===== src/hw/rtl/voxel_face_visibility_texels_assert.svh =====
// Assertion macros for the voxel face visibility block.
// Included by the top level; the checks drop out when SYNTHESIS is defined.
`ifndef VOXEL_FACE_VISIBILITY_TEXELS_ASSERT_SVH
`define VOXEL_FACE_VISIBILITY_TEXELS_ASSERT_SVH
`ifndef SYNTHESIS
// same-cycle implication, sampled on i_clk, off during reset
`define VFVT_ASSERT_NOW(label, ante, cons) \
    label: assert property (@(posedge i_clk) disable iff (!i_rst_n) (ante) |-> (cons)) \
        else $error("vfvt assertion failed");
// next-cycle implication, sampled on i_clk, off during reset
`define VFVT_ASSERT_NEXT(label, ante, cons) \
    label: assert property (@(posedge i_clk) disable iff (!i_rst_n) (ante) |=> (cons)) \
        else $error("vfvt assertion failed");
`else
`define VFVT_ASSERT_NOW(label, ante, cons)
`define VFVT_ASSERT_NEXT(label, ante, cons)
`endif
`endif


===== src/hw/rtl/vfvt_pkg.sv =====
// Shared types, codes and the palette for the voxel face visibility block.
// No dependencies; every RTL file of the block imports it.
`default_nettype none

package vfvt_pkg;

    // store geometry
    localparam int MAX_LAYERS  = 64;
    localparam int STORE_DEPTH = MAX_LAYERS * 256;
    localparam int ADDR_W      = $clog2(STORE_DEPTH);
    localparam int HGT_W       = 7;

    // op queue between front and back
    localparam int OPQ_DEPTH = 2;
    localparam int OPQ_AW    = $clog2(OPQ_DEPTH);

    // input commands
    localparam logic [1:0] CMD_LOAD  = 2'd0;
    localparam logic [1:0] CMD_PUT   = 2'd1;
    localparam logic [1:0] CMD_QUERY = 2'd2;
    localparam logic [1:0] CMD_NONE  = 2'd3;

    // decoded op kinds
    localparam logic [1:0] OP_NULL  = 2'd0;
    localparam logic [1:0] OP_LOAD  = 2'd1;
    localparam logic [1:0] OP_PUT   = 2'd2;
    localparam logic [1:0] OP_QUERY = 2'd3;

    // faces
    localparam logic [2:0] FACE_NX = 3'd0;
    localparam logic [2:0] FACE_PX = 3'd1;
    localparam logic [2:0] FACE_NY = 3'd2;
    localparam logic [2:0] FACE_PY = 3'd3;
    localparam logic [2:0] FACE_NZ = 3'd4;
    localparam logic [2:0] FACE_PZ = 3'd5;

    // palette colors, ARGB
    localparam logic [31:0] PAL_WHITE = 32'hFFFFFFFF;
    localparam logic [31:0] PAL_BLUE  = 32'hFF0000FF;
    localparam logic [31:0] PAL_GREEN = 32'hFF00FF00;
    localparam logic [31:0] PAL_RED   = 32'hFFFF0000;
    localparam logic [31:0] PAL_DARK  = 32'hFF222222;
    localparam logic [31:0] PAL_GREY  = 32'hFF777777;

    typedef struct packed {
        logic [1:0]  cmd;
        logic [3:0]  cell_x;
        logic [3:0]  cell_y;
        logic [5:0]  cell_z;
        logic [7:0]  block_value;
        logic [2:0]  face;
        logic [13:0] texel_index;
    } t_in;

    typedef struct packed {
        logic [31:0] texel_color;
        logic        put_accepted;
        logic        index_error;
    } t_out;

    typedef struct packed {
        logic [1:0]        kind;
        logic              err;
        logic [ADDR_W-1:0] addr;
        logic [7:0]        value;
        logic [2:0]        face;
        logic [13:0]       idx;
        logic [HGT_W-1:0]  hgt;
    } t_op;

    function automatic logic [31:0] colour_of(input logic [7:0] code);
        logic [31:0] c;
        case (code)
            8'd1:    c = PAL_WHITE;
            8'd2:    c = PAL_BLUE;
            8'd3:    c = PAL_GREEN;
            8'd4:    c = PAL_RED;
            8'd5:    c = PAL_DARK;
            8'd6:    c = PAL_GREY;
            default: c = 32'd0;
        endcase
        return c;
    endfunction

endpackage

`default_nettype wire


===== src/hw/rtl/vfvt_front.sv =====
// Front end: holds the height register, range-checks and decodes each input word.
// Depends on vfvt_pkg; feeds vfvt_opq.
`default_nettype none

module vfvt_front import vfvt_pkg::*; (
    input  wire logic             i_clk,
    input  wire logic             i_rst_n,
    input  wire logic             i_cfg_we,
    input  wire logic [HGT_W-1:0] i_cfg_data,
    input  wire logic             i_push,
    input  wire t_in              i_in_word,
    input  wire logic             i_full,
    output logic                  o_op_push,
    output t_op                   o_op_word
);

    logic [HGT_W-1:0] r_height;
    logic [HGT_W-1:0] hgt;
    logic             z_bad;
    logic             idx_bad;

    // hold the height register
    always_ff @(posedge i_clk) begin
        if (!i_rst_n) begin
            r_height <= HGT_W'(1);
        end else if (i_cfg_we) begin
            r_height <= i_cfg_data;
        end
    end

    // saturate height, check layer and texel range
    always_comb begin
        hgt     = (int'(r_height) > MAX_LAYERS) ? HGT_W'(MAX_LAYERS) : r_height;
        z_bad   = ({1'b0, i_in_word.cell_z} >= hgt);
        idx_bad = ({1'b0, i_in_word.texel_index} >= {hgt, 8'h00});
    end

    // decode the word into an op
    always_comb begin
        o_op_word.kind  = OP_NULL;
        o_op_word.err   = 1'b0;
        o_op_word.addr  = ADDR_W'({i_in_word.cell_z, i_in_word.cell_y, i_in_word.cell_x});
        o_op_word.value = i_in_word.block_value;
        o_op_word.face  = i_in_word.face;
        o_op_word.idx   = i_in_word.texel_index;
        o_op_word.hgt   = hgt;
        case (i_in_word.cmd)
            CMD_LOAD, CMD_PUT: begin
                if (z_bad) begin
                    o_op_word.err = 1'b1;
                end else begin
                    o_op_word.kind = (i_in_word.cmd == CMD_LOAD) ? OP_LOAD : OP_PUT;
                end
            end
            CMD_QUERY: begin
                if (idx_bad) begin
                    o_op_word.err = 1'b1;
                end else if (i_in_word.face inside {[FACE_NX:FACE_PZ]}) begin
                    o_op_word.kind = OP_QUERY;
                end
            end
            default: begin
                o_op_word.kind = OP_NULL;
            end
        endcase
    end

    // drop the unused command, push everything else
    assign o_op_push = i_push && !i_full && (i_in_word.cmd != CMD_NONE);

endmodule

`default_nettype wire


===== config.mk =====
export PLATFORM = sky130hd
export DESIGN_NAME = vfvt_front
export DESIGN_NICKNAME = d
export VERILOG_FILES = /design/src/hw/rtl/voxel_face_visibility_texels_assert.svh /design/src/hw/rtl/vfvt_pkg.sv /design/src/hw/rtl/vfvt_front.sv
export SDC_FILE = /design/constraint.sdc
export NUM_CORES = 1
export LEC_CHECK = 0
export ABC_CLOCK_PERIOD_IN_PS = 2300
export BUFFER_PORTS_ARGS = -buffer_cell sky130_fd_sc_hd__buf_4
export CAP_MARGIN = 20
export CORE_UTILIZATION = 32
export DETAILED_ROUTE_END_ITERATION = 8
export PLACE_DENSITY = 0.78
export SLEW_MARGIN = 30
export SYNTH_ARGS = -nofsm -noshare
export SYNTH_HDL_FRONTEND = slang
export SYNTH_SLANG_ARGS = --single-unit

===== constraint.sdc =====
create_clock -name i_clk -period 2.3 [get_ports i_clk]
set_input_delay 0.46 -clock i_clk [delete_from_list [all_inputs] [get_ports i_clk]]
set_output_delay 0.46 -clock i_clk [all_outputs]
set_load 0.02 [all_outputs]

==> impl_metrics.env, run 1 <==
export IMPL_netlist_instances=119
export IMPL_tritoncts_num_buffers=3
export IMPL_timing_fmax_ghz=0.391
export IMPL_largest_register_ff_count=7
export IMPL_critPathKind="reg -> out"
export IMPL_die_w_um=57.0
export IMPL_use_met3=0.0431
export IMPL_r2r_slack_ps=1510
export IMPL_grt_pass1_vias=827
export IMPL_finalNetCount=222
export IMPL_drt_vias_per_instance=4.65
export IMPL_post_route_drc_count=14
export IMPL_cts_tree="done"
export IMPL_die_area_um2=3250
export IMPL_dpl_worst_slack_ps=-209
export IMPL_grt_overflow_total=0
export IMPL_wl_per_cell_um=11.8
export IMPL_synth_area_um2=970
export IMPL_worstHoldStart="i_rst_n"
export IMPL_min_path_type="in -> reg"
export IMPL_die_h_um=57.0
export IMPL_fin_hold_ws_ps=422
export IMPL_worst_pin_slew_ps=227
export IMPL_crit_fanout=3
export IMPL_diodes=0
export IMPL_cts_sinks=7
export IMPL_antenna_left=0
export IMPL_vias=870
export IMPL_clk_pin_slew_worst_paths_ps=50
export IMPL_critPathRequiredTime_ps=1840
export IMPL_max_cap_violations=0
export IMPL_synth_most_common_cell="buf_4"
export IMPL_clock_skew_ps=0
export IMPL_drt_iter0_drc=26
export IMPL_synth_top_cells_by_count="buf_4 (39), ha_1 (12), inv_1 (9)"
export IMPL_wl_um=2210
export IMPL_crit_path_start_kind="register"
export IMPL_r2r_start="r_height[6]"
export IMPL_seq_area_frac_synth=0.145
export IMPL_regArea_um2=145
export IMPL_peakVddDrop_mv=0.331
export IMPL_io_pins=103
export IMPL_fillers=258
export IMPL_grt_pass1_wl_um=3350
export IMPL_ys_flop_type="dfxtp_1"
export IMPL_yosysTopAreaCellShare=0.302
export IMPL_dp_hpwl_um=1870
export IMPL_hold_end="r_height[0]"
export IMPL_synth_distinct_cells=24
export IMPL_setup_viol=3
export IMPL_drive_gt1_frac=0.603
export IMPL_timing_rr_end="r_height[6]"
export IMPL_synth_largest_area_cell="buf_4"
export IMPL_gp_congestion=0.703
export IMPL_drt_pass1_iterations=6
export IMPL_relSlewSlack=0.849
export IMPL_std_cell_rows=19
export IMPL_areaGrowthSynthToFinish_pct=43.2
export IMPL_busiest_layer="met2"
export IMPL_dpl_instance_area_um2=1290
export IMPL_largestRegisters="r_height (7)"
export IMPL_grt_max_degree=8
export IMPL_post_place_cells=181
export IMPL_root_buffer="clkbuf_4"
export IMPL_period_minus_slack_ps=2550
export IMPL_start_util=0.346
export IMPL_fin_area_um2=1390
export IMPL_power_density_nw_per_um2=382
export IMPL_core_um2=2810
export IMPL_synth_area_top_cells="buf_4 (30%), ha_1 (15%), dfxtp_1 (14%), mux2i_1 (7.2%), nor2b_1 (5.2%)"
export IMPL_rsz0062_at_grt="true"
export IMPL_synth_avg_cell_area_um2=8.15
export IMPL_holdPathStages=2
export IMPL_period_share=1.11
export IMPL_grt_antenna_before_repair=0
export IMPL_use_met1=0.145
export IMPL_synth_edf_count=0
export IMPL_slew_viol_final=0
export IMPL_htree_levels=1
export IMPL_synth_nets=184
export IMPL_portBuffers=68
export IMPL_grtUsageMet2=0.240
export IMPL_multiInputGateArea_um2=571
export IMPL_end_kind="output pin"
export IMPL_reg2regPathDepth=3
export IMPL_grtUsageTotal=0.130
export IMPL_cts_path_max_buffers=2
export IMPL_status="finished with violations"
export IMPL_failed_checks="DRC, setup timing"
export IMPL_clk_latency_ps=240
export IMPL_largest_register="r_height"
export IMPL_ys_warn_count=0
export IMPL_p_leak_nw=0.735
export IMPL_synth_seq_cells=7
export IMPL_cp_data_arrival_time_ps=2090
export IMPL_final_setup_worst_slack_ps=-255
export IMPL_final_cells=187
export IMPL_finalHoldViolCount=0
export IMPL_synthArstFlopShare=0
==> cell usage in the layout (no fill, tap or decap), types with 5 or more instances in the layout <==
cell type and count:
dfxtp_1 5, mux2i_1 7, nor2b_1 7, inv_1 9, a21oi_1 5, buf_4 72, ha_1 10
==> logic make-up after synthesis <==
group | count (synthesis) | synth area share
adder cells (fa/ha/maj) | 12 | 0.155
AND/OR/NAND/NOR | 27 | 0.173
flip-flops | 7 | 0.145
buffers and inverters | 51 | 0.348
AO/OA/AOI/OAI | 15 | 0.107
multiplexers | 7 | 0.0723
==> power by group <==
group	internal (W)	switching [W]	leakage, nW
logic	0.000151	0.000135	0.662
registers	0.000129	0.00000649	0.0582
clock network	0.0000661	0.0000439	0.0150
total	0.000346	0.000185	0.735
==> layer usage <==
layer	vias up	share of wire
met5	-	0
met4	0	0.0032
met3	2	0.10
met2	56	0.49
met1	375	0.40
li1	437	-
==> layout make-up <==
cell class	instances	share of cell area
multi-input cells	61	0.411
flip-flops and latches	7	0.105
inverters	9	0.0243
well taps	31	0.0279
clock buffers	4	0.0189
repair buffers	75	0.414
==> stage by stage <==
step                      power (W)  utilization  setup TNS, ps
after floorplan            0.000345            -          -4.31
after global placement     0.000397        0.460           -407
after detailed placement   0.000404        0.460           -476
after CTS                  0.000530        0.480           -726
after global routing       0.000568        0.495           -890
final                      0.000531        0.495           -637
==> worst max path at each step <==
stage,from,end,slack (ps),cells after the start
global route,r_height[0],o_op_word[48],-340,7
detailed placement,i_in_word[8],o_op_word[47],-210,8
floorplan,r_height[6],o_op_word[47],-4,7
finish,r_height[0],o_op_word[48],-250,7
CTS,r_height[0],o_op_word[47],-280,7
global placement,i_in_word[8],o_op_word[47],-180,8
==> worst max-delay path, stage by stage, from the launching register on <==
cell	delay, ps
dfxtp_2	320
nor2b_4	130
ha_4	240
or4bb_1	480
o211ai_1	200
a21oi_2	100
a22o_1	250
buf_6	130
==> what timing repair did <==
item	CTS	global route
resized for setup	8	4
endpoints found under the setup margin	3	3
pin swaps	3	1
buffers inserted	0	2
hold buffers	0	0
gates cloned	0	0
(Power assumes the default switching activity.)
==> inputs of run 2 (changes only) <==
BUFFER_PORTS_ARGS = unset   (was -buffer_cell sky130_fd_sc_hd__buf_4)
CORE_UTILIZATION = 56   (was 32)
DONT_BUFFER_PORTS = 1   (was unset)
PLACE_DENSITY = 0.74   (was 0.78)
==> run 2 against run 1 <==
  * The run still ends with DRC, setup timing left
  * Critical path depth is 1 lower
  * Count of clock-buffer cells in the layout unchanged
  * Combinational power down 50%
  * Non-clock buffer count is 68 lower
  * Global-route usage grew 6.4 points
  * Clock power barely moved
  * Critical path type unchanged
  * Highest routed layer unchanged
==> impl_metrics.env, run 2 (synthesized netlist as in run 1, its figures left out) <==
export IMPL_cp_data_arrival_time_ps=2050
export IMPL_core_um2=1560
export IMPL_largestRegisters="r_height (7)"
export IMPL_clk_pin_slew_worst_paths_ps=50
export IMPL_grt_antenna_before_repair=0
export IMPL_cts_sinks=7
export IMPL_multiInputGateArea_um2=564
export IMPL_htree_levels=1
export IMPL_reg2regPathDepth=3
export IMPL_peakVddDrop_mv=0.441
export IMPL_critPathRequiredTime_ps=1840
export IMPL_grt_max_degree=8
export IMPL_use_met1=0.188
export IMPL_largest_register="r_height"
export IMPL_critPathKind="reg -> out"
export IMPL_status="finished with violations"
export IMPL_slew_viol_final=0
export IMPL_finalHoldViolCount=0
export IMPL_drt_pass1_iterations=6
export IMPL_cts_path_max_buffers=2
export IMPL_power_density_nw_per_um2=460
export IMPL_post_place_cells=97
export IMPL_period_share=1.09
export IMPL_period_minus_slack_ps=2510
export IMPL_dpl_worst_slack_ps=-38.6
export IMPL_vias=640
export IMPL_die_area_um2=1900
export IMPL_dp_hpwl_um=1440
export IMPL_end_kind="output pin"
export IMPL_p_leak_nw=0.405
export IMPL_fin_hold_ws_ps=281
export IMPL_relSlewSlack=0.531
export IMPL_clk_latency_ps=250
export IMPL_drive_gt1_frac=0.273
export IMPL_net_switching_power_w=0.000126
export IMPL_worst_pin_slew_ps=699
export IMPL_gp_congestion=0.650
export IMPL_std_cell_rows=14
export IMPL_drt_iter0_drc=11
export IMPL_areaGrowthSynthToFinish_pct=-13.2
export IMPL_drt_vias_per_instance=6.15
export IMPL_use_met3=0.117
export IMPL_die_w_um=43.6
export IMPL_largest_register_ff_count=7
export IMPL_grtUsageMet2=0.322
export IMPL_grt_pass1_wl_um=2700
export IMPL_max_cap_violations=0
export IMPL_cts_tree="done"
export IMPL_diodes=0
export IMPL_timing_fmax_ghz=0.398
export IMPL_wl_per_cell_um=16.7
export IMPL_io_pins=103
export IMPL_final_setup_worst_slack_ps=-212
export IMPL_switching_share=0.325
export IMPL_crit_path_start_kind="register"
export IMPL_die_h_um=43.6
export IMPL_seqPwrFrac=0.348
export IMPL_tritoncts_num_buffers=3
export IMPL_portBuffers=0
export IMPL_post_route_drc_count=10
export IMPL_power_frac_clock=0.287
export IMPL_pwr_share_comb=0.366
export IMPL_p_int_w=0.000261
export IMPL_final_cell_mix="ha_1 (10), inv_1 (9), nor2b_1 (7), mux2i_1 (7), buf_4 (7)"
export IMPL_failed_checks="DRC, setup timing"
export IMPL_antenna_left=0
export IMPL_slowest_delay_ps=390
export IMPL_setup_viol=3
export IMPL_min_path_type="in -> reg"
export IMPL_crit_fanout=6
export IMPL_clock_skew_ps=0
export IMPL_cts_hold_buf=0
export IMPL_layout_commonest_cell="ha_1"
export IMPL_rsz0062_at_grt="true"
export IMPL_crit_path_top_delay_cell="or4bb_1"
export IMPL_grt_pass1_vias=645
export IMPL_grt_overflow_total=0
export IMPL_finalNetCount=154
export IMPL_root_buffer="clkbuf_4"
export IMPL_final_cells=104
export IMPL_grtUsageTotal=0.194
export IMPL_crit_chain="nand2b_4 -> ha_4 -> or4bb_1 -> o211ai_1 -> a21oi_2 -> a22o_4"
export IMPL_fillers=171
export IMPL_start_util=0.622
export IMPL_busiest_layer="met2"
export IMPL_regArea_um2=145
export IMPL_holdPathStages=1
export IMPL_wl_um=1740
==> run 2: worst paths after layout <==
check | slack, ps | start | end
max reg2reg | 1520 | r_height[6] | r_height[6]
max | -210 | r_height[6] | o_op_word[48]
min | 280 | i_rst_n | r_height[0]
min reg2reg | 460 | r_height[0] | r_height[0]
==> run 2: power groups by stage <==
stage          Sequential, W  Combinational, W  Clock (W)
2_1_floorplan       0.000135          0.000210          0
3_3_place_gp        0.000138          0.000123          0
3_5_place_dp        0.000138          0.000129          0
4_1_cts             0.000134          0.000141   0.000116
5_1_grt             0.000135          0.000160   0.000126
6_report            0.000135          0.000142   0.000111
==> run 2: what timing repair did <==
action                                 4_1_cts  5_1_grt
buffers inserted                             2        1
setup endpoints to repair                    3        3
endpoints found under the hold margin        0        0
gates resized for setup                      4        2
pin swaps                                    4        3
==> run 2: layer usage <==
metal  wire length (um)  vias up
li1                   -      302
met1                624      270
met2                848       60
met3                226        8
met4                 35        0
met5                  0        -
==> run 2: metrics by stage <==
stage | setup TNS (ps) | area [um^2] | utilization | power, W
final | -579 | 842 | 0.540 | 0.000387
after global routing | -941 | 842 | 0.540 | 0.000422
after CTS | -598 | 821 | 0.526 | 0.000391
after detailed placement | -57.4 | 754 | 0.484 | 0.000267
after global placement | -35.1 | 754 | 0.484 | 0.000261
after floorplan | -4.31 | 1020 | - | 0.000345
==> run 2: final cells by class <==
class | count | area share
Multi-Input combinational cell | 61 | 0.670
Sequential cell | 7 | 0.172
Timing Repair Buffer | 7 | 0.0624
Inverter | 9 | 0.0401
Clock buffer | 4 | 0.0312
Tap cell | 16 | 0.0238
==> run 2: worst max-delay path, delay by kind of cell, from the launching register on <==
kind | cells | cell delay [ps]
adders and majority gates | 1 | 260
AOI/OAI and AO/OA | 3 | 640
DFF | 1 | 360
and+or+nand+nor | 2 | 540
