## src/hw/rtl/voxel_face_visibility_texels_assert.svh

```systemverilog
// Assertion macros for the voxel face visibility block.
// Included by the top level; the checks drop out when SYNTHESIS is defined.
`ifndef VOXEL_FACE_VISIBILITY_TEXELS_ASSERT_SVH
`define VOXEL_FACE_VISIBILITY_TEXELS_ASSERT_SVH
`ifndef SYNTHESIS
// same-cycle implication, sampled on i_clk, off during reset
`define VFVT_ASSERT_NOW(label, ante, cons) \
    label: assert property (@(posedge i_clk) disable iff (!i_rst_n) (ante) |-> (cons)) \
        else $error("vfvt assertion failed");
// next-cycle implication, sampled on i_clk, off during reset
`define VFVT_ASSERT_NEXT(label, ante, cons) \
    label: assert property (@(posedge i_clk) disable iff (!i_rst_n) (ante) |=> (cons)) \
        else $error("vfvt assertion failed");
`else
`define VFVT_ASSERT_NOW(label, ante, cons)
`define VFVT_ASSERT_NEXT(label, ante, cons)
`endif
`endif

```

## src/hw/rtl/vfvt_pkg.sv

```systemverilog
// Shared types, codes and the palette for the voxel face visibility block.
// No dependencies; every RTL file of the block imports it.
`default_nettype none

package vfvt_pkg;

    // store geometry
    localparam int MAX_LAYERS  = 64;
    localparam int STORE_DEPTH = MAX_LAYERS * 256;
    localparam int ADDR_W      = $clog2(STORE_DEPTH);
    localparam int HGT_W       = 7;

    // op queue between front and back
    localparam int OPQ_DEPTH = 2;
    localparam int OPQ_AW    = $clog2(OPQ_DEPTH);

    // input commands
    localparam logic [1:0] CMD_LOAD  = 2'd0;
    localparam logic [1:0] CMD_PUT   = 2'd1;
    localparam logic [1:0] CMD_QUERY = 2'd2;
    localparam logic [1:0] CMD_NONE  = 2'd3;

    // decoded op kinds
    localparam logic [1:0] OP_NULL  = 2'd0;
    localparam logic [1:0] OP_LOAD  = 2'd1;
    localparam logic [1:0] OP_PUT   = 2'd2;
    localparam logic [1:0] OP_QUERY = 2'd3;

    // faces
    localparam logic [2:0] FACE_NX = 3'd0;
    localparam logic [2:0] FACE_PX = 3'd1;
    localparam logic [2:0] FACE_NY = 3'd2;
    localparam logic [2:0] FACE_PY = 3'd3;
    localparam logic [2:0] FACE_NZ = 3'd4;
    localparam logic [2:0] FACE_PZ = 3'd5;

    // palette colors, ARGB
    localparam logic [31:0] PAL_WHITE = 32'hFFFFFFFF;
    localparam logic [31:0] PAL_BLUE  = 32'hFF0000FF;
    localparam logic [31:0] PAL_GREEN = 32'hFF00FF00;
    localparam logic [31:0] PAL_RED   = 32'hFFFF0000;
    localparam logic [31:0] PAL_DARK  = 32'hFF222222;
    localparam logic [31:0] PAL_GREY  = 32'hFF777777;

    typedef struct packed {
        logic [1:0]  cmd;
        logic [3:0]  cell_x;
        logic [3:0]  cell_y;
        logic [5:0]  cell_z;
        logic [7:0]  block_value;
        logic [2:0]  face;
        logic [13:0] texel_index;
    } t_in;

    typedef struct packed {
        logic [31:0] texel_color;
        logic        put_accepted;
        logic        index_error;
    } t_out;

    typedef struct packed {
        logic [1:0]        kind;
        logic              err;
        logic [ADDR_W-1:0] addr;
        logic [7:0]        value;
        logic [2:0]        face;
        logic [13:0]       idx;
        logic [HGT_W-1:0]  hgt;
    } t_op;

    function automatic logic [31:0] colour_of(input logic [7:0] code);
        logic [31:0] c;
        case (code)
            8'd1:    c = PAL_WHITE;
            8'd2:    c = PAL_BLUE;
            8'd3:    c = PAL_GREEN;
            8'd4:    c = PAL_RED;
            8'd5:    c = PAL_DARK;
            8'd6:    c = PAL_GREY;
            default: c = 32'd0;
        endcase
        return c;
    endfunction

endpackage

`default_nettype wire

```

## src/hw/rtl/vfvt_opq.sv

```systemverilog
// Short op queue that decouples the front end from the back end.
// Depends on vfvt_pkg for t_op and the queue depth.
`default_nettype none

module vfvt_opq import vfvt_pkg::*; (
    input  wire logic i_clk,
    input  wire logic i_rst_n,
    input  wire logic i_push,
    input  wire t_op  i_wdata,
    output logic      o_full,
    input  wire logic i_pop,
    output logic      o_empty,
    output t_op       o_rdata
);

    t_op               r_slot [OPQ_DEPTH];
    logic [OPQ_AW-1:0] r_wptr;
    logic [OPQ_AW-1:0] r_rptr;
    logic [OPQ_AW:0]   r_count;
    logic              do_push;
    logic              do_pop;

    assign o_full  = (r_count == (OPQ_AW+1)'(OPQ_DEPTH));
    assign o_empty = (r_count == '0);
    assign o_rdata = r_slot[r_rptr];
    assign do_push = i_push && !o_full;
    assign do_pop  = i_pop && !o_empty;

    // advance pointers and count
    always_ff @(posedge i_clk) begin
        if (!i_rst_n) begin
            r_wptr  <= '0;
            r_rptr  <= '0;
            r_count <= '0;
        end else begin
            if (do_push) begin
                r_wptr <= (int'(r_wptr) == OPQ_DEPTH - 1) ? '0 : r_wptr + 1'b1;
            end
            if (do_pop) begin
                r_rptr <= (int'(r_rptr) == OPQ_DEPTH - 1) ? '0 : r_rptr + 1'b1;
            end
            case ({do_push, do_pop})
                2'b10:   r_count <= r_count + 1'b1;
                2'b01:   r_count <= r_count - 1'b1;
                default: r_count <= r_count;
            endcase
        end
    end

    // store the pushed word
    always_ff @(posedge i_clk) begin
        if (do_push) begin
            r_slot[r_wptr] <= i_wdata;
        end
    end

endmodule

`default_nettype wire

```

## config.mk

```make
export PLATFORM = sky130hd
export DESIGN_NAME = vfvt_opq
export DESIGN_NICKNAME = d
export VERILOG_FILES = /design/src/hw/rtl/voxel_face_visibility_texels_assert.svh /design/src/hw/rtl/vfvt_pkg.sv /design/src/hw/rtl/vfvt_opq.sv
export SDC_FILE = /design/constraint.sdc
export NUM_CORES = 1
export LEC_CHECK = 0
export BUFFER_PORTS_ARGS = -buffer_cell sky130_fd_sc_hd__buf_4
export CAP_MARGIN = 20
export CORE_MARGIN = 2
export CORE_UTILIZATION = 55
export CTS_BUF_LIST = sky130_fd_sc_hd__clkbuf_8
export DETAILED_ROUTE_END_ITERATION = 16
export HOLD_SLACK_MARGIN = 0.03
export PLACE_DENSITY = 0.83
export SKIP_LAST_GASP = 1
export SLEW_MARGIN = 20
export SYNTH_ARGS = -nofsm -noshare
export SYNTH_HDL_FRONTEND = slang
export SYNTH_SLANG_ARGS = --single-unit
```

## constraint.sdc

```tcl
create_clock -name i_clk -period 6.7 [get_ports i_clk]
set_clock_uncertainty 0.1 [all_clocks]
set_input_delay 0.335 -clock i_clk [delete_from_list [all_inputs] [get_ports i_clk]]
set_output_delay 0.335 -clock i_clk [all_outputs]
set_load 0.03 [all_outputs]
```

==> results.toml, run 1 <==
[route]
viasPerCell = 5.19
detail-route-antenna-nets = 0
drc = 0
post_drt_wl_per_cell_um = 16.6
drtPass1Iterations = 4
routed_wl_um = 6180
vias = 1929
first_iter_violations = 101

[global_route]
gr-usage-met1 = 0.199
grt_pass1_wl_um = 9140
met2_usage = 0.278
grt.total_usage = 0.164
use_met3 = 0.0505
grt_busiest_layer = "met2"
grt_pass1_vias = 1913
grt_max_degree = 50
antenna_found_initial = 0
overflow = 0

[timing]
slew_viol_final = 0
setup_tns_ps = 0
rsz0062_at_grt = "false"
fin_crit_ps = 2280
setup_slack_ps = 4420
slew_headroom = 0.288
max_slew.worst_pin.slew_ps = 1070
finalCritPeriodShare = 0.341
hold_violations = 0
fmaxAchievable_mhz = 438
setup_viol = 0

[clock_network]
cts_hold_buf = 0
post_cts_resized = 0
cts-root-buf = "clkbuf_8"
clockBufferDepth = 2
cts-htree-levels = 3
cts_tree = "yes"
numClockSinks = 103
clkLatencyLatePin_ps = 340
clk_pin_slew_worst_paths_ps = 90
postCtsSetupRepairBufs = 0
cts_buffers = 9

[floorplanning]
ios = 104
core_sq_um = 6720
rows = 30
start_util = 0.559
die_w_um = 86.7
die_height_um = 86.7
die_area_sq_um = 7510

[setup_path]
path_class = "register to register"
r2r_slack_ps = 4420
worst_path_most_repeated_cell = "inv_2"
rr_worst_depth = 4
path_cells = "nand2b_2 -> inv_2 -> or3_1 -> inv_2"
endpoint_kind = "register"
cp_slowest_stage_delay_ps = 790
crit_fanout = 49
worstPathArrival_ps = 2150
cp-start-kind = "register"
slowest_stage = "inv_2"
cp.required_ps = 6570

[final_layout]
drive_above_1_share = 0.586
antennaDiodeCount = 0
area_growth_pct = 28.4
finalNonFillerCells = 372
layout.nets = 341

[synthesis]
synth_fp_nets = 232
synth_largest_area_cell = "edfxtp_1"
yosys.area.top_type_share = 0.783
synthDistinctLibCells = 19
synth_area_leaders = "edfxtp_1 78%, mux2_2 15%, dfxtp_1 2.7%"
ys_seq_area_frac = 0.810
ys_warn_count = 0
syn_inst = 178
syn-cell-area_sq_um = 3760
syn_area_per_cell_sq_um = 21.1
ys_ff_latch = 103

[placement]
io_buffer_count = 103
gp_congestion = 0.682
dpl.hpwl_um = 4020
dp_cells = 356
dp_slack_ps = 4410

[flow_run]
drv_cap = 0

[power_and_ir_drop]
p_total_mw = 1.94
power.density_nw_per_um2 = 402
p_leak_nw = 1.80
ir_drop_mv = 0.385

[worst_hold_path]
hp-class = "input port to register"
hold_depth = 1

[run_status]
status = "finished clean"
registers in the layout, summed over array words and instances, names as in the netlist, named ones only:
| signal | flops |
|---|---|
| r_slot | 98 |
| r_rptr | 1 |
| r_wptr | 1 |
| r_count | 2 |
cells in the final DEF (no fill, tap or decap), types with 2 or more instances in the layout:
cell | synthesis | final
a21boi_1 | 2 | 2
buf_4 | 1 | 103
bufinv_16 | 0 | 2
clkbuf_8 | 0 | 9
clkinvlp_4 | 0 | 3
dfxtp_1 | 5 | 4
edfxtp_1 | 98 | 98
inv_1 | 2 | 3
inv_2 | 1 | 2
mux2_2 | 49 | 49
nor2b_1 | 2 | 2
o21ai_0 | 2 | 2
or3_1 | 2 | 2
xnor2_1 | 3 | 3
critical path: cells and delay by family, from the launching register on:
kind | cells | cell delay (ps)
simple gates | 2 | 530
buf+inv | 2 | 840
flops | 1 | 430
report_power, final:
part / internal, mW / switching [mW] / total [mW]
combinational: 0.284 / 0.370 / 0.654
sequential: 0.816 / 0.0689 / 0.885
clock: 0.208 / 0.196 / 0.404
total: 1.31 / 0.635 / 1.94
cells in the mapped netlist, drive strengths merged:
cell type,count
ha,1
nor2,1
edfxtp,98
buf,5
mux2,49
and3,1
xnor2,3
inv,3
o21ai,2
dfxtp,5
nand2,1
or3,2
and2,1
o21a,1
nor2b,2
nand2b,1
a21boi,2
final cells by class:
class	count	area [sq um]
fillers	394	1890
multi-input cells	67	682
repair buffers	103	773
inverters	3	11.3
clock buffers	9	124
well taps	80	100
flip-flops and latches	103	3050
clock inverters	7	90.1
per-stage QoR:
| step | hold WS, ps | area (sq um) | util |
|---|---|---|---|
| 2_1_floorplan | 334 | 3760 | - |
| 3_3_place_gp | 367 | 4610 | 0.686 |
| 3_5_place_dp | 398 | 4610 | 0.687 |
| 4_1_cts | 48.1 | 4830 | 0.718 |
| 5_1_grt | 37.2 | 4830 | 0.718 |
| 6_report | 64.9 | 4830 | 0.718 |
final timing paths:
kind          startpoint             to
min          i_wdata[14]  r_slot[1][14]
min reg2reg       r_wptr         r_wptr
max           r_count[0]  r_slot[0][28]
max reg2reg   r_count[0]  r_slot[0][28]
cell families (layout without fill, tap and decap cells):
logic type / after synthesis / after routing / share of synthesized area
flops: 103 / 103 / 0.810
mux: 49 / 49 / 0.147
simple gates: 9 / 9 / 0.0143
buf+inv: 8 / 122 / 0.0103
compound gates: 5 / 5 / 0.00865
xor+xnor: 3 / 3 / 0.00699
fa+ha+maj: 1 / 1 / 0.00333
routing by layer:
layer  wire (um)  up-vias
li1            -      906
met1        2530      945
met2        3190       68
met3         394       10
met4          73        0
met5           0        -
No activity file was read; power rests on OpenSTA's default activity.
==> run 2: changes to the inputs <==
- ABC_AREA: unset -> 1
- CORE_UTILIZATION: 55 -> 54
- PLACE_DENSITY: 0.83 -> 0.82
- clock period: 6.7 -> 2.31 ns (I/O delays scaled with it)
==> run 2 against run 1 <==
Compared with the run above: routed wire length increased by 26%; non-clock buffer count increased by 58; global-route usage increased by 4.3 points; worst setup slack got worse by 4000 ps; critical endpoint is now o_rdata[13]; largest power group unchanged; highest routed layer unchanged.
==> results.toml, run 2 <==
[run_status]
status = "finished clean"

[final_layout]
drive_above_1_share = 0.486
layout.nets = 413
top_register = "r_slot"
top_regs = "r_slot x98, r_count x2"
antennaDiodeCount = 0
final_common_cell = "buf_4"
final_cell_mix = "109 x buf_4, 98 x edfxtp_1, 52 x dlygate4sd3_1, 39 x mux2_2, 12 x nor2_1"
largest_reg_flops = 98
finalNonFillerCells = 460
area_growth_pct = 43.0
fillers = 351

[flow_run]
drv_cap = 0

[synthesis]
syn_area_per_cell_sq_um = 19.9
synth_area_leaders = "edfxtp_1 77%, mux2_2 11%, mux2_4 3.9%"
syn_inst = 192
syn-cell-area_sq_um = 3830
synth_edf_count = 98
synth_common_cells = "98 x edfxtp_1, 39 x mux2_2, 13 x nor2_1"
ys_ff_latch = 103
ys_warn_count = 0
synth_largest_area_cell = "edfxtp_1"
synthDistinctLibCells = 15
synth_fp_nets = 246
ys_seq_area_frac = 0.795
yosysMostFrequentCell = "edfxtp_1"
synthFlopType = "edfxtp_1"
synthArstFlopShare = 0
yosys.area.top_type_share = 0.769

[global_route]
overflow = 0
antenna_found_initial = 0
grt_max_degree = 30
grt.total_usage = 0.207
grt_pass1_vias = 2414
grt_pass1_wl_um = 11600

[clock_network]
clockBufferDepth = 2
cts_tree = "yes"
clk_pin_slew_worst_paths_ps = 110
cts_buffers = 9
clkLatencyLatePin_ps = 360
post_cts_resized = 0
cts-root-buf = "clkbuf_8"
cts-htree-levels = 3
numClockSinks = 103

[setup_path]
r2r_slack_ps = 540
endpoint_kind = "primary output"
worstReg2RegEnd = "r_count[1]"
path_class = "register to primary output"
rr_startpoint = "r_count[1]"
worstPathArrival_ps = 1630
crit_fanout = 29
rr_worst_depth = 10
cp-start-kind = "register"
cp.required_ps = 2090

[timing]
setup_tns_ps = 0
hold_ws_ps = 379
slew_headroom = 0.738
slew_viol_final = 0
setup_slack_ps = 465
finalCritPeriodShare = 0.799
fin_crit_ps = 1850
setup_viol = 0
hold_violations = 0
fmaxAchievable_mhz = 542
rsz0062_at_grt = "false"
max_slew.worst_pin.slew_ps = 393

[worst_hold_path]
hold_depth = 2
hp-class = "input port to register"
min_from = "i_wdata[6]"
whs_endpoint = "r_slot[1][6]"

[floorplanning]
die_w_um = 88.2
start_util = 0.560
rows = 30
ios = 104
core_sq_um = 6830
die_height_um = 88.2
die_area_sq_um = 7780

[power_and_ir_drop]
p_total_mw = 5.07
ir_drop_mv = 0.594
power.density_nw_per_um2 = 927
p_leak_nw = 2.13

[route]
routed_wl_um = 7770
drtPass1Iterations = 4
post_drt_wl_per_cell_um = 16.9
vias = 2288
detail-route-antenna-nets = 0
first_iter_violations = 99
viasPerCell = 4.97
drc = 0

[placement]
dp_cells = 392
gp_congestion = 0.717
io_buffer_count = 103
dp_slack_ps = 671
dpl.hpwl_um = 4250
[run 2: per-stage QoR]
| step | instance area (sq um) | util |
|---|---|---|
| 2_1_floorplan | 3830 | - |
| 3_3_place_gp | 4730 | 0.692 |
| 3_5_place_dp | 4730 | 0.692 |
| 4_1_cts | 5470 | 0.801 |
| 5_1_grt | 5470 | 0.801 |
| 6_report | 5470 | 0.801 |
[run 2: power breakdown]
part           internal (mW)  leakage, nW  switching [mW]
logic                  0.627         1.06           0.844
clock network          0.624        0.114           0.640
registers               2.28        0.958          0.0605
[run 2: logic make-up after synthesis]
kind of cell,synth area share
flip-flops,0.795
buffers and inverters,0.0216
multiplexers,0.154
AO/OA/AOI/OAI,0.00261
adder cells (fa/ha/maj),0.00327
AND/OR/NAND/NOR,0.0235
[run 2: worst max-delay path, stage by stage (launching register included)]
cell and delay (ps):
dfxtp_2 340, buf_4 340, mux2_2 410, buf_4 180
[run 2: final cells by class]
cell class              count  area (sq um)  area share
repair buffers            161          1340       0.245
inverters                   9          33.8     0.00617
clock inverters             7           104      0.0190
multi-input cells          75           709       0.130
clock buffers               9           124      0.0226
flip-flops and latches    103          3040       0.556
well taps                  96           120      0.0219
[run 2: metal layers]
layer,track usage,vias up,share of wire
met2,0.370,87,0.53
met4,0.0964,0,0.022
met3,0.0547,18,0.055
li1,-,1060,-
met5,0,-,0
met1,0.229,1123,0.39
[run 2: worst max-delay path by stage]
| stage | to | slack [ps] | cells after the start | start |
|---|---|---|---|---|
| floorplan | r_slot[1][0] | 80 | 4 | r_count[0] |
| global placement | r_slot[0][41] | 730 | 6 | r_count[1] |
| detailed placement | r_slot[0][48] | 670 | 6 | r_count[1] |
| CTS | o_rdata[13] | 440 | 3 | register |
| global route | o_rdata[13] | 390 | 3 | register |
| finish | o_rdata[13] | 460 | 3 | register |
[run 2: repair_timing]
item                      4_1_cts  5_1_grt
buffers inserted                0        0
hold buffers                   52        0
hold endpoints to repair      103        0
==> run 3: changes to the inputs <==
- CORE_UTILIZATION: 54 -> 49
- PLACE_DENSITY: 0.82 -> 0.78
- clock period: 2.31 -> 1.56 ns (I/O delays scaled with it)
==> run 3 against run 2 <==
Compared with the run above: the run now ends with negative setup slack left; first-iteration DRC count decreased by 48%; clock power increased by 37%; routed wire length decreased by 10%; combinational power increased by 52%; cell count increased by 1.1%.
==> results.toml, run 3 (synthesized netlist as in run 2, its figures left out) <==
[setup_path]
endpoint_kind = "primary output"
cp.required_ps = 1380
cp-start-kind = "register"
path_buf_inv = 2
path_class = "register to primary output"
cp_slowest_stage_delay_ps = 380
slowest_stage = "dfxtp_2"
crit_family = "flip-flops"
crit_fanout = 25
worstPathArrival_ps = 1470
path_cells = "buf_12 -> mux2_2 -> buf_4"

[worst_hold_path]
hp-class = "input port to register"

[timing]
hold_violations = 0
rsz0062_at_grt = "true"
setup_viol = 49
setup_tns_ps = -2970
slew_viol_final = 0
hold_ws_ps = 43.1
max_slew.worst_pin.slew_ps = 177
fmaxAchievable_mhz = 606
finalCritPeriodShare = 1.06
setup_slack_ps = -91.1
slew_headroom = 0.881
fin_crit_ps = 1650

[flow_run]
drv_cap = 0

[final_layout]
drive_above_1_share = 0.496
area_growth_pct = 45.2
antennaDiodeCount = 0
final_common_cell = "buf_4"
top_regs = "r_slot x98, r_count x2"
layout.nets = 412
final_cell_mix = "103 x buf_4, 98 x edfxtp_1, 51 x dlygate4sd3_1, 39 x mux2_2"
largest_reg_flops = 98
final_area_sq_um = 5560
top_register = "r_slot"

[clock_network]
cts-root-buf = "clkbuf_8"
clk_pin_slew_worst_paths_ps = 80
cts_tree = "yes"
postCtsSetupRepairBufs = 0
clockBufferDepth = 2
clkLatencyLatePin_ps = 350
cts_buffers = 9
numClockSinks = 103
cts-htree-levels = 3

[floorplanning]
start_util = 0.500
rows = 32
core_sq_um = 7650
ios = 104
die_height_um = 92.4
die_w_um = 92.4
die_area_sq_um = 8530

[run_status]
status = "finished, violations left"
violations = "negative setup slack"

[route]
first_iter_violations = 51
detail-route-antenna-nets = 0
viasPerCell = 4.72
post_drt_wl_per_cell_um = 15.0
routed_wl_um = 6980
vias = 2195
drc = 0
drtPass1Iterations = 4

[global_route]
grt_pass1_vias = 2349
grt_max_degree = 32
grt.total_usage = 0.170
grt_pass1_wl_um = 10900
antenna_found_initial = 0
overflow = 0

[placement]
dpl.hpwl_um = 4410
dpl_cell_area_sq_um = 4830
io_buffer_count = 103
gp_congestion = 0.697

[power_and_ir_drop]
power.density_nw_per_um2 = 1340
p_total_mw = 7.44
ir_drop_mv = 0.801
p_leak_nw = 2.15
run 3: cell types whose count changed in the layout (fill, tap and decap cells not counted), moves of 2 or more:
cell      delta
inv_1        +2
clkinv_4     -2
nor2_1       -2
buf_12       +6
buf_4        -6
nor2_4       +2
dfxtp_1      -2
run 3: per-stage QoR:
step | util | setup slack (ps) | instances
3_5_place_dp | 0.632 | 15.8 | 398
3_3_place_gp | 0.632 | 142 | 398
6_report | 0.727 | -91.1 | 465
4_1_cts | 0.726 | -115 | 465
5_1_grt | 0.727 | -137 | 465
2_1_floorplan | - | -370 | 192
run 3: where the power goes:
group	switching (mW)	internal [mW]	total, mW	leakage (nW)
combinational	1.24	1.00	2.24	1.07
clock	0.826	0.895	1.72	0.118
sequential	0.0935	3.38	3.47	0.959
total	2.16	5.28	7.44	2.15
run 3: area by class of cell:
type	instances	area, sq um
flip-flops and latches	103	3050
fillers	484	2090
repair buffers	160	1400
multi-input cells	75	727
well taps	102	128
clock buffers	9	124
clock inverters	7	88.8
inverters	9	37.5
run 3: per-layer routing:
layer,vias to the layer above,global-route usage,part of all wire
met2,70,0.322,0.54
met4,0,0.0709,0.017
met3,9,0.0342,0.050
met1,1064,0.184,0.39
li1,1052,-,-
met5,-,0,0
run 3: tightest hold or removal path: stages:
cell and delay, ps:
buf_4 110, inv_1 90, nor2_4 50, nor2_1 80
nor2_1 50
run 3: path summary, 6_finish.rpt:
check | start | cells after the start | to | slack, ps
worst max-delay path | register | 3 | o_rdata[12] | -90
worst min-delay path | i_push | 5 | r_wptr | 40
worst max register to register | r_count[0] | 10 | r_count[1] | 20
worst min register to register | r_rptr | 2 | register | 400
run 3: what timing repair did:
action	in CTS	in global routing
endpoints found under the setup margin	49	51
endpoints found under the hold margin	103	0
gates resized for setup	0	1
hold buffers	51	0
pin swaps	0	1
